[src/rtl/core/uab_pkg.sv]
// shared types and constants for the uart auto-baud detector
package uab_pkg;

  localparam int COUNT_WIDTH_DEF      = 16;
  localparam int SETTLE_BIT_TIMES_DEF = 8;

  localparam int DIV_W    = 13;
  localparam int STATUS_W = 2;
  localparam int CFG_IDX_W = 2;
  localparam int CFG_W    = 32;
  localparam int S_DATA_W = 8;
  localparam int M_DATA_W = 16;

  localparam logic [DIV_W-1:0] DIV_MAX = 13'h1fff;
  localparam logic [CFG_W-1:0] TIMEOUT_RESET = 32'd26214400;

  // divisor rounding: shift amount and keep bit per speed mode
  localparam int SHIFT_DS = 3;
  localparam int KEEP_DS  = 2;
  localparam int SHIFT_NS = 4;
  localparam int KEEP_NS  = 3;

  typedef enum logic [CFG_IDX_W-1:0] {
    REG_TIMEOUT_TICKS = 2'd0,
    REG_DOUBLE_SPEED  = 2'd1
  } reg_idx_t;

  typedef enum logic [STATUS_W-1:0] {
    ST_OK      = 2'd0,
    ST_TIMEOUT = 2'd1,
    ST_SHORT   = 2'd2
  } status_t;

  typedef enum logic [2:0] {
    PH_IDLE      = 3'd0,
    PH_WAIT_HIGH = 3'd1,
    PH_WAIT_LOW  = 3'd2,
    PH_MEAS_A    = 3'd3,
    PH_WAIT_LOW2 = 3'd4,
    PH_MEAS_B    = 3'd5,
    PH_SETTLE    = 3'd6,
    PH_DONE      = 3'd7
  } phase_t;

endpackage

[src/rtl/core/uart_autobaud_detector.sv]
// uart auto-baud detector top level: line sampling, pulse timing, divisor output
//
// Usage: one item on s_* carries one sample of the receive line (rx_level) and
// a restart flag. After restart (or reset) the block waits, with a timeout of
// timeout_ticks high samples, for the line to go low, resyncs on high then low,
// times two low pulses of the sync character 0x55 and keeps the shorter one.
// After about SETTLE_BIT_TIMES further bit times it emits one item on m_*
// with a divisor and a status, then ignores the line until restart.
// The result item goes to the output register (skid register while stalled).
// Throughput: one sample per cycle while s_tready is high; all phase logic
// sits between the state registers and the output register.
// Configuration writes on cfg_* take effect at the next edge; write them only
// while the block is idle.
// Reset restores the register defaults and starts a new detection.
// When m_tready stays low a second result is held in a skid register; s_tready
// drops only while that skid register is full.
module uart_autobaud_detector
  import uab_pkg::*;
#(
  parameter int COUNT_WIDTH      = COUNT_WIDTH_DEF,
  parameter int SETTLE_BIT_TIMES = SETTLE_BIT_TIMES_DEF
) (
  input  logic                 clk,
  input  logic                 rst,
  input  logic                 s_tvalid,
  output logic                 s_tready,
  input  logic [S_DATA_W-1:0]  s_tdata,   // [0] rx_level, [1] restart, rest zero
  output logic                 m_tvalid,
  input  logic                 m_tready,
  output logic [M_DATA_W-1:0]  m_tdata,   // [12:0] divisor, [14:13] status, rest zero
  input  logic                 cfg_we,
  input  logic [CFG_IDX_W-1:0] cfg_index,
  input  logic [CFG_W-1:0]     cfg_data
);

  localparam int SETTLE_W = COUNT_WIDTH + $clog2(SETTLE_BIT_TIMES);
  localparam int XW       = (COUNT_WIDTH > DIV_W) ? COUNT_WIDTH : DIV_W + 1;
  localparam logic [COUNT_WIDTH-1:0] CNT_MAX = '1;

  // configuration
  logic [CFG_W-1:0] timeout_ticks;
  logic             double_speed;

  always_ff @(posedge clk) begin
    if (rst) begin
      timeout_ticks <= TIMEOUT_RESET;
      double_speed  <= 1'b1;
    end else if (cfg_we) begin
      case (reg_idx_t'(cfg_index))
        REG_TIMEOUT_TICKS: timeout_ticks <= cfg_data;
        REG_DOUBLE_SPEED:  double_speed  <= cfg_data[0];
        default: ;
      endcase
    end
  end

  // run state
  phase_t                  phase, phase_next;
  logic [CFG_W-1:0]        timeout_count, timeout_count_next;
  logic [COUNT_WIDTH-1:0]  pulse_count, pulse_count_next;
  logic [COUNT_WIDTH-1:0]  first_width, first_width_next;
  logic [SETTLE_W-1:0]     settle_count, settle_count_next;

  logic accept;
  logic high;
  logic restart;

  assign accept  = s_tvalid && s_tready;
  assign high    = s_tdata[0];
  assign restart = s_tdata[1];

  // state as seen this item, after an optional restart
  phase_t                 ph;
  logic [CFG_W-1:0]       tc;
  logic [COUNT_WIDTH-1:0] pc;
  logic [COUNT_WIDTH-1:0] fw;
  logic [SETTLE_W-1:0]    sc;

  assign ph = restart ? PH_IDLE : phase;
  assign tc = restart ? '0 : timeout_count;
  assign pc = restart ? '0 : pulse_count;
  assign fw = restart ? '0 : first_width;
  assign sc = restart ? '0 : settle_count;

  logic [CFG_W-1:0]       tc_inc;
  logic [COUNT_WIDTH-1:0] pc_inc;
  logic [SETTLE_W-1:0]    sc_inc;
  logic [SETTLE_W-1:0]    settle_target;
  logic                   timed_out;
  logic                   settled;

  assign tc_inc        = (tc == '1) ? tc : tc + 1'b1;
  assign pc_inc        = (pc == CNT_MAX) ? pc : pc + 1'b1;
  assign sc_inc        = sc + 1'b1;
  assign settle_target = SETTLE_W'(fw) * SETTLE_W'(SETTLE_BIT_TIMES);
  assign timed_out     = high && (tc_inc >= timeout_ticks);
  assign settled       = sc_inc >= settle_target;

  // next phase
  always_comb begin
    phase_next = ph;
    case (ph)
      PH_IDLE: begin
        if (!high) begin
          phase_next = PH_WAIT_HIGH;
        end else if (timed_out) begin
          phase_next = PH_DONE;
        end
      end
      PH_WAIT_HIGH: if (high) phase_next = PH_WAIT_LOW;
      PH_WAIT_LOW:  if (!high) phase_next = PH_MEAS_A;
      PH_MEAS_A:    if (high) phase_next = PH_WAIT_LOW2;
      PH_WAIT_LOW2: if (!high) phase_next = PH_MEAS_B;
      PH_MEAS_B:    if (high) phase_next = PH_SETTLE;
      PH_SETTLE:    if (settled) phase_next = PH_DONE;
      default:      phase_next = ph;
    endcase
  end

  // divisor from the kept bit time
  logic [COUNT_WIDTH-1:0] shifted;
  logic                   keep;
  logic [COUNT_WIDTH-1:0] rounded;
  logic [XW-1:0]          rounded_x;
  logic [DIV_W-1:0]       div_sat;
  logic                   too_short;

  assign shifted   = double_speed ? (fw >> SHIFT_DS) : (fw >> SHIFT_NS);
  assign keep      = double_speed ? fw[KEEP_DS] : fw[KEEP_NS];
  assign too_short = !keep && (shifted == '0);
  assign rounded   = keep ? shifted : shifted - 1'b1;
  assign rounded_x = XW'(rounded);
  assign div_sat   = (rounded_x > XW'(DIV_MAX)) ? DIV_MAX : DIV_W'(rounded_x);

  // counters and result
  logic             res_valid;
  logic [DIV_W-1:0] res_divisor;
  status_t          res_status;

  always_comb begin
    timeout_count_next = tc;
    pulse_count_next   = pc;
    first_width_next   = fw;
    settle_count_next  = sc;
    res_valid          = 1'b0;
    res_divisor        = '0;
    res_status         = ST_OK;
    case (ph)
      PH_IDLE: begin
        if (high) begin
          timeout_count_next = tc_inc;
          if (timed_out) begin
            res_valid  = 1'b1;
            res_status = ST_TIMEOUT;
          end
        end
      end
      PH_WAIT_LOW, PH_WAIT_LOW2: begin
        if (!high) pulse_count_next = COUNT_WIDTH'(1);
      end
      PH_MEAS_A: begin
        if (!high) begin
          pulse_count_next = pc_inc;
        end else begin
          first_width_next = pc;
          pulse_count_next = '0;
        end
      end
      PH_MEAS_B: begin
        if (!high) begin
          pulse_count_next = pc_inc;
        end else begin
          if (pc < fw) first_width_next = pc;
          settle_count_next = '0;
        end
      end
      PH_SETTLE: begin
        settle_count_next = sc_inc;
        if (settled) begin
          res_valid = 1'b1;
          if (too_short) begin
            res_status = ST_SHORT;
          end else begin
            res_divisor = div_sat;
          end
        end
      end
      default: ;
    endcase
  end

  always_ff @(posedge clk) begin
    if (rst) begin
      phase         <= PH_IDLE;
      timeout_count <= '0;
      pulse_count   <= '0;
      first_width   <= '0;
      settle_count  <= '0;
    end else if (accept) begin
      phase         <= phase_next;
      timeout_count <= timeout_count_next;
      pulse_count   <= pulse_count_next;
      first_width   <= first_width_next;
      settle_count  <= settle_count_next;
    end
  end

  // output register plus skid register
  logic                 skid_valid;
  logic [M_DATA_W-1:0]  skid_data;
  logic [M_DATA_W-1:0]  res_data;
  logic                 res_push;

  assign res_data = M_DATA_W'({res_status, res_divisor});
  assign res_push = accept && res_valid;
  assign s_tready = !skid_valid;

  always_ff @(posedge clk) begin
    if (rst) begin
      m_tvalid   <= 1'b0;
      skid_valid <= 1'b0;
    end else if (m_tvalid && !m_tready) begin
      if (res_push) skid_valid <= 1'b1;
    end else if (skid_valid) begin
      m_tvalid   <= 1'b1;
      skid_valid <= 1'b0;
    end else begin
      m_tvalid <= res_push;
    end
  end

  always_ff @(posedge clk) begin
    if (m_tvalid && !m_tready) begin
      if (res_push) skid_data <= res_data;
    end else if (skid_valid) begin
      m_tdata <= skid_data;
    end else if (res_push) begin
      m_tdata <= res_data;
    end
  end

endmodule

[config.mk]
export PLATFORM = sky130hd
export DESIGN_NAME = uart_autobaud_detector
export DESIGN_NICKNAME = d
export VERILOG_FILES = /design/src/rtl/core/uab_pkg.sv /design/src/rtl/core/uart_autobaud_detector.sv
export SDC_FILE = /design/constraint.sdc
export NUM_CORES = 1
export LEC_CHECK = 0
export ABC_CLOCK_PERIOD_IN_PS = 6630
export CORE_ASPECT_RATIO = 1.4
export CORE_MARGIN = 8
export CORE_UTILIZATION = 30
export DETAILED_ROUTE_END_ITERATION = 8
export DONT_BUFFER_PORTS = 1
export PLACE_DENSITY = 0.43
export SLEW_MARGIN = 20
export SYNTH_ARGS = -nofsm -noshare
export SYNTH_HDL_FRONTEND = slang
export SYNTH_SLANG_ARGS = --single-unit
[constraint.sdc]
create_clock -name clk -period 6.63 [get_ports clk]
set_input_delay 1.989 -clock clk [delete_from_list [all_inputs] [get_ports clk]]
set_output_delay 1.989 -clock clk [all_outputs]
set_load 0.05 [all_outputs]
==> results_dict.tcl, run 1 <==
set metrics [dict create \
    ys_warn_count 0 \
    startpoint_type "input port" \
    syn_nets 1479 \
    vdd_drop_max_uv 127 \
    synth_top_cells_by_area "dfxtp_1 23%, edfxtp_1 8.5%, ha_1 8.0%, nand2_1 6.5%, a21oi_1 5.3%" \
    grt_pass1_wl_mm 53.3 \
    min_path_type "flop to flop" \
    placed_cells 1772 \
    clk_pin_slew_ns 0.06 \
    nNetsFinal 1450 \
    drv_cap 0 \
    drtIter0Drc 576 \
    port_buffers 0 \
    synth_edf_count 30 \
    die_area_mm2 0.0417 \
    async_flop_share 0 \
    max_slew.worst_pin.slew_ns 1.05 \
    netlist_instances 1364 \
    final_core_util 0.336 \
    area_growth_pct 10.5 \
    cts_max_path_buffers 2 \
    relSlewSlack 0.301 \
    clock-skew-final_ns 0.0133 \
    cpPeakStageDelay_ns 0.53 \
    p_per_area_mw_per_mm2 180 \
    drt-total-wl_mm 33.7 \
    slew_viol_final 0 \
    end_kind "flop" \
    cpMostUsedCell "buf_4" \
    clock-sinks 151 \
    worst_path_max_delay_cell "or4_4" \
    rows 81 \
    ys_ff_latch 151 \
    insertion_delay_ns 0.45 \
    cts_buffers 17 \
    fmax_ghz 0.176 \
    path_delay_family "simple AND/OR/NAND/NOR gates" \
    grt_pass1_vias 9614 \
    cts_max_level 4 \
    vias_per_cell 5.37 \
    wire_per_inst_um 18.7 \
    yosysTopAreaCell "dfxtp_1" \
    firstDrtPassIters 5 \
    cp_max_fo 136 \
    worstPathArrival_ns 5.82 \
    diodes 0 \
    overflow 0 \
    synth-main-ff-cell "dfxtp_1" \
    yosysSeqAreaShare 0.313 \
    syn-mean-instance-area_um2 7.77 \
    fp.dieH_um 238 \
    synth_top_area_frac 0.228 \
    outcome "complete, no violations" \
    finalSetupViolations 0 \
    crit_chain "nor2b_1, ha_1, nand4_2, a211o_1, or4_4, xnor2_1, ha_1, nand4_1, nor4_1, buf_4, o211ai_1, a21oi_1, buf_4, o21ai_1, buf_4, a31oi_2, buf_12" \
    grt_usage 0.161 \
    totalPowerFinal_mw 2.10 \
    cts_tree "done" \
    place_congestion 0.852 \
    hold_viol_final 0 \
    fin_crit_sh 0.856 \
    clock-root-buffer "clkbuf_16" \
    rsz0062_at_grt "no" \
    pre_cts_ws_ns 0.537 \
    grt_max_degree 137 \
    final_layout_size_suffix_gt1_frac 0.0712 \
    hpwl_mm 24.6 \
    post_cts_buffers 0 \
    drc 0 \
    path_class "input port to flop" \
    final_common_cell "nand2_1" \
    synthesis.area_mm2 0.0106 \
    tns_ns 0 \
    period_minus_slack_ns 5.67 \
    io_pins 65 \
    vias 9688 \
    stdcell_count 1804 \
    antenna_found_initial 0 \
    crit_buf_inv 4 \
    post_cts_resized 0 \
    hold_buffers 0 \
    synth_cell_types 85 \
    die_x_um 175 \
    setup_slack_ns 0.958 \
    start_util 0.304 \
    core_mm2 0.0349 \
    cp_data_required_time_ns 6.78 \
    ant_nets 0 \
    leakagePower_nw 4.08 \
    layout_common_cells "183 x nand2_1, 126 x nor2_1, 121 x dfxtp_1" \
]
worst register-to-register path, stage by stage (launching register included):
cell      delay (ns)
dfxtp_1         0.39
nor2b_1         0.21
ha_1            0.30
nand4_2         0.20
a211o_1         0.32
or4_4           0.53
xnor2_1         0.16
ha_1            0.29
nand4_1         0.15
nor4_1          0.32
buf_4           0.17
o211ai_1        0.09
a21oi_1         0.13
buf_4           0.16
o21ai_1         0.07
buf_4           0.20
a31oi_2         0.27
buf_12          0.19
kinds of logic after synthesis:
group | Yosys count | share of synthesized area
adder cells (fa/ha/maj) | 68 | 0.0802
AND/OR/NAND/NOR | 576 | 0.275
multiplexers | 16 | 0.0156
other | 1 | 0.000354
XOR/XNOR | 60 | 0.0496
flip-flops | 151 | 0.313
buffers and inverters | 139 | 0.0513
AO/OA/AOI/OAI | 353 | 0.214
Yosys cell counts, types with 4 or more instances:
master,number
and4_1,8
o21ai_1,6
buf_1,8
nand2_1,183
a21oi_1,112
a41oi_1,6
a22oi_1,9
and3_1,8
dfxtp_1,121
a211o_1,4
xor2_1,18
a22o_1,11
xnor2_1,42
o31ai_1,18
nor3b_1,10
and2_1,10
o211ai_1,12
nor4_2,4
nor4_1,14
inv_1,60
nand2b_1,17
nand4_1,27
clkbuf_1,56
nand3_1,44
nor3_1,28
mux2i_1,12
ha_1,68
o21ai_0,75
nor2b_1,42
o32ai_1,6
a31oi_1,21
a21o_1,8
nand4b_1,8
mux2_2,4
nor2_1,126
or3_1,9
edfxtp_1,30
buf_2,11
o21a_1,9
a221oi_1,7
a211oi_1,11
nand3b_1,11
routing by layer:
layer	part of all wire	global-route usage	routed length, um
met1	0.41	0.170	13900
met2	0.54	0.309	18100
met3	0.026	0.0272	878
met4	0.027	0.0626	923
met5	0	0	0
state kept, by name, indices dropped and copies added (netlist names):
register	count
double_speed	1
m_tdata	15
first_width	16
skid_valid	1
skid_data	15
timeout_count	32
settle_count	19
pulse_count	16
phase	3
m_tvalid	1
timeout_ticks	32
cell type report:
type                    count  area [um2]
fillers                  3768       23100
inverters                  61         229
clock inverters            10        93.8
multi-input cells        1074        6760
clock buffers              22         494
repair buffers             30         250
well taps                 456         571
flip-flops and latches    151        3320
power by group:
group	internal [mW]	switching [mW]
Clock	0.567	0.419
Sequential	0.944	0.0114
Combinational	0.0569	0.106
path summary, 6_finish.rpt:
kind,depth (start not counted),start,end,slack (ns)
min,2,timeout_ticks[10],timeout_ticks[10],0.45
max reg2reg,17,timeout_count[0],m_tdata[2],2.21
min reg2reg,2,timeout_ticks[10],timeout_ticks[10],0.45
max,17,s_tdata[1],m_tdata[2],0.96
per-stage QoR:
stage / hold slack [ns] / area (um2)
finish: 0.450 / 11700
global route: 0.471 / 11700
CTS: 0.453 / 11700
detailed placement: 0.444 / 11100
floorplan: 0.436 / 10600
global placement: 0.440 / 11100
No activity file was read; power rests on OpenSTA's default activity.
==> inputs of run 2 (changes only) <==
--- a/constraint.sdc
+++ b/constraint.sdc
@@ -3,2 +3,2 @@
 set_output_delay 1.989 -clock clk [all_outputs]
-set_load 0.05 [all_outputs]
+set_load 0.02 [all_outputs]
==> run 2 against run 1 <==
Against the previous run:
- clock skew shrank 0.0024 ns
- sequential cell count is the same
- non-clock buffer count is the same
- largest power group unchanged
- final cell count is essentially flat
- core utilization is essentially flat
- first-iteration DRC count grew 4.7%
- sequential share of layout area is essentially flat
- die area is the same
- count of clock-buffer cells in the layout is the same
- highest routed layer unchanged
- fmax shrank 0.31%
- critical endpoint unchanged
==> results_dict.tcl, run 2 (synthesis results as in run 1) <==
set metrics [dict create \
    outcome "complete, no violations" \
    stdcell_count 1803 \
    grt_pass1_wl_mm 54.6 \
    p_per_area_mw_per_mm2 183 \
    vias_per_cell 5.41 \
    die_area_mm2 0.0417 \
    post_cts_resized 0 \
    drc 0 \
    p_sw_uw 531 \
    final_core_util 0.336 \
    leakagePower_nw 4.09 \
    hold_viol_final 0 \
    seqPwrFrac 0.447 \
    cts_max_level 4 \
    area_growth_pct 10.5 \
    core_mm2 0.0349 \
    drtIter0Drc 603 \
    startpoint_type "input port" \
    final_layout_size_suffix_gt1_frac 0.0683 \
    grt_usage 0.164 \
    path_class "input port to flop" \
    vdd_drop_max_uv 140 \
    whs_path_depth 2 \
    layout_common_cells "183 x nand2_1, 126 x nor2_1, 121 x dfxtp_1" \
    power.internal_mw 1.61 \
    final_common_cell "nand2_1" \
    clock-skew-final_ns 0.0109 \
    diodes 0 \
    die_x_um 175 \
    clock-sinks 151 \
    clock_power_share 0.478 \
    fillerInstances 3764 \
    tns_ns 0 \
    seqCellArea_mm2 0.00332 \
    slew_viol_final 0 \
    end_kind "flop" \
    fmax_ghz 0.176 \
    worstRegToRegCells 15 \
    drt-total-wl_mm 33.9 \
    comb_power_share 0.075 \
    finalSetupViolations 0 \
    insertion_delay_ns 0.45 \
    max_slew.worst_pin.slew_ns 1.03 \
    ant_nets 0 \
    rows 81 \
    port_buffers 0 \
    totalPowerFinal_mw 2.14 \
    grt_pass1_vias 9830 \
    multi_input_area_mm2 0.00676 \
    grt_max_degree 137 \
    cts_max_path_buffers 2 \
    cts_tree "done" \
    period_minus_slack_ns 5.69 \
    placed_cells 1772 \
    rsz0062_at_grt "no" \
    hpwl_mm 24.6 \
    hold_buffers 0 \
    worstPathArrival_ns 5.85 \
    fin_crit_sh 0.858 \
    wire_per_inst_um 18.8 \
    post_cts_buffers 0 \
    largestRegisters "timeout_count: 32 flops, timeout_ticks: 32 flops, settle_count: 19 flops" \
    antenna_found_initial 0 \
    drv_cap 0 \
    overflow 0 \
    vias 9747 \
    cts_buffers 17 \
    clock-root-buffer "clkbuf_16" \
    fp.dieH_um 238 \
    nNetsFinal 1450 \
    firstDrtPassIters 6 \
    clk_pin_slew_ns 0.06 \
    relSlewSlack 0.314 \
    cp_max_fo 136 \
    io_pins 65 \
    cp_data_required_time_ns 6.79 \
    p_sw_frac 0.248 \
    start_util 0.304 \
    min_path_type "flop to flop" \
    place_congestion 0.862 \
]
run 2: critical path, cell delays in order:
cell and delay, ns:
nor2b_1 0.24, ha_1 0.29, nand4_2 0.20, a211o_1 0.32, or4_4 0.52, xnor2_1 0.16, ha_1 0.29, nand4_1 0.13
nor4_1 0.29, buf_4 0.18, o211ai_1 0.09, a21oi_1 0.13, buf_4 0.16, o21ai_1 0.06, buf_4 0.19, a31oi_2 0.27
buf_12 0.19
run 2: worst paths after layout:
| check | from | endpoint | slack (ns) |
|---|---|---|---|
| hold reg to reg | timeout_ticks[31] | timeout_ticks[31] | 0.45 |
| setup / recovery | s_tdata[1] | m_tdata[2] | 0.94 |
| hold / removal | timeout_ticks[31] | timeout_ticks[31] | 0.45 |
| setup reg to reg | settle_count[0] | m_tdata[6] | 2.22 |
run 2: cell type report:
class / instances / share of cell area
multi-input cells: 1074 / 0.577
flip-flops and latches: 151 / 0.283
well taps: 456 / 0.0487
clock buffers: 22 / 0.0396
repair buffers: 30 / 0.0213
inverters: 61 / 0.0195
clock inverters: 9 / 0.0108
run 2: layer usage:
| layer | GRT usage | vias to the layer above | wire (um) |
|---|---|---|---|
| li1 | - | 4868 | - |
| met1 | 0.177 | 4644 | 14000 |
| met2 | 0.310 | 181 | 17900 |
| met3 | 0.0264 | 54 | 924 |
| met4 | 0.0695 | 0 | 1140 |
| met5 | 0 | - | 0 |
run 2: power groups by stage:
stage	combinational (mW)	clock (mW)	sequential [mW]
after floorplan	0.137	0	0.970
after global placement	0.162	0	0.976
after detailed placement	0.164	0	0.976
after CTS	0.165	1.06	0.956
after global routing	0.182	1.08	0.957
final	0.161	1.02	0.956
run 2: metrics by stage:
step / worst slack (ns) / hold slack (ns) / cell area [um2]
2_1_floorplan: 0.0761 / 0.436 / 10600
3_3_place_gp: 0.606 / 0.440 / 11100
3_5_place_dp: 0.564 / 0.443 / 11100
4_1_cts: 1.04 / 0.453 / 11700
5_1_grt: 0.688 / 0.473 / 11700
6_report: 0.940 / 0.453 / 11700
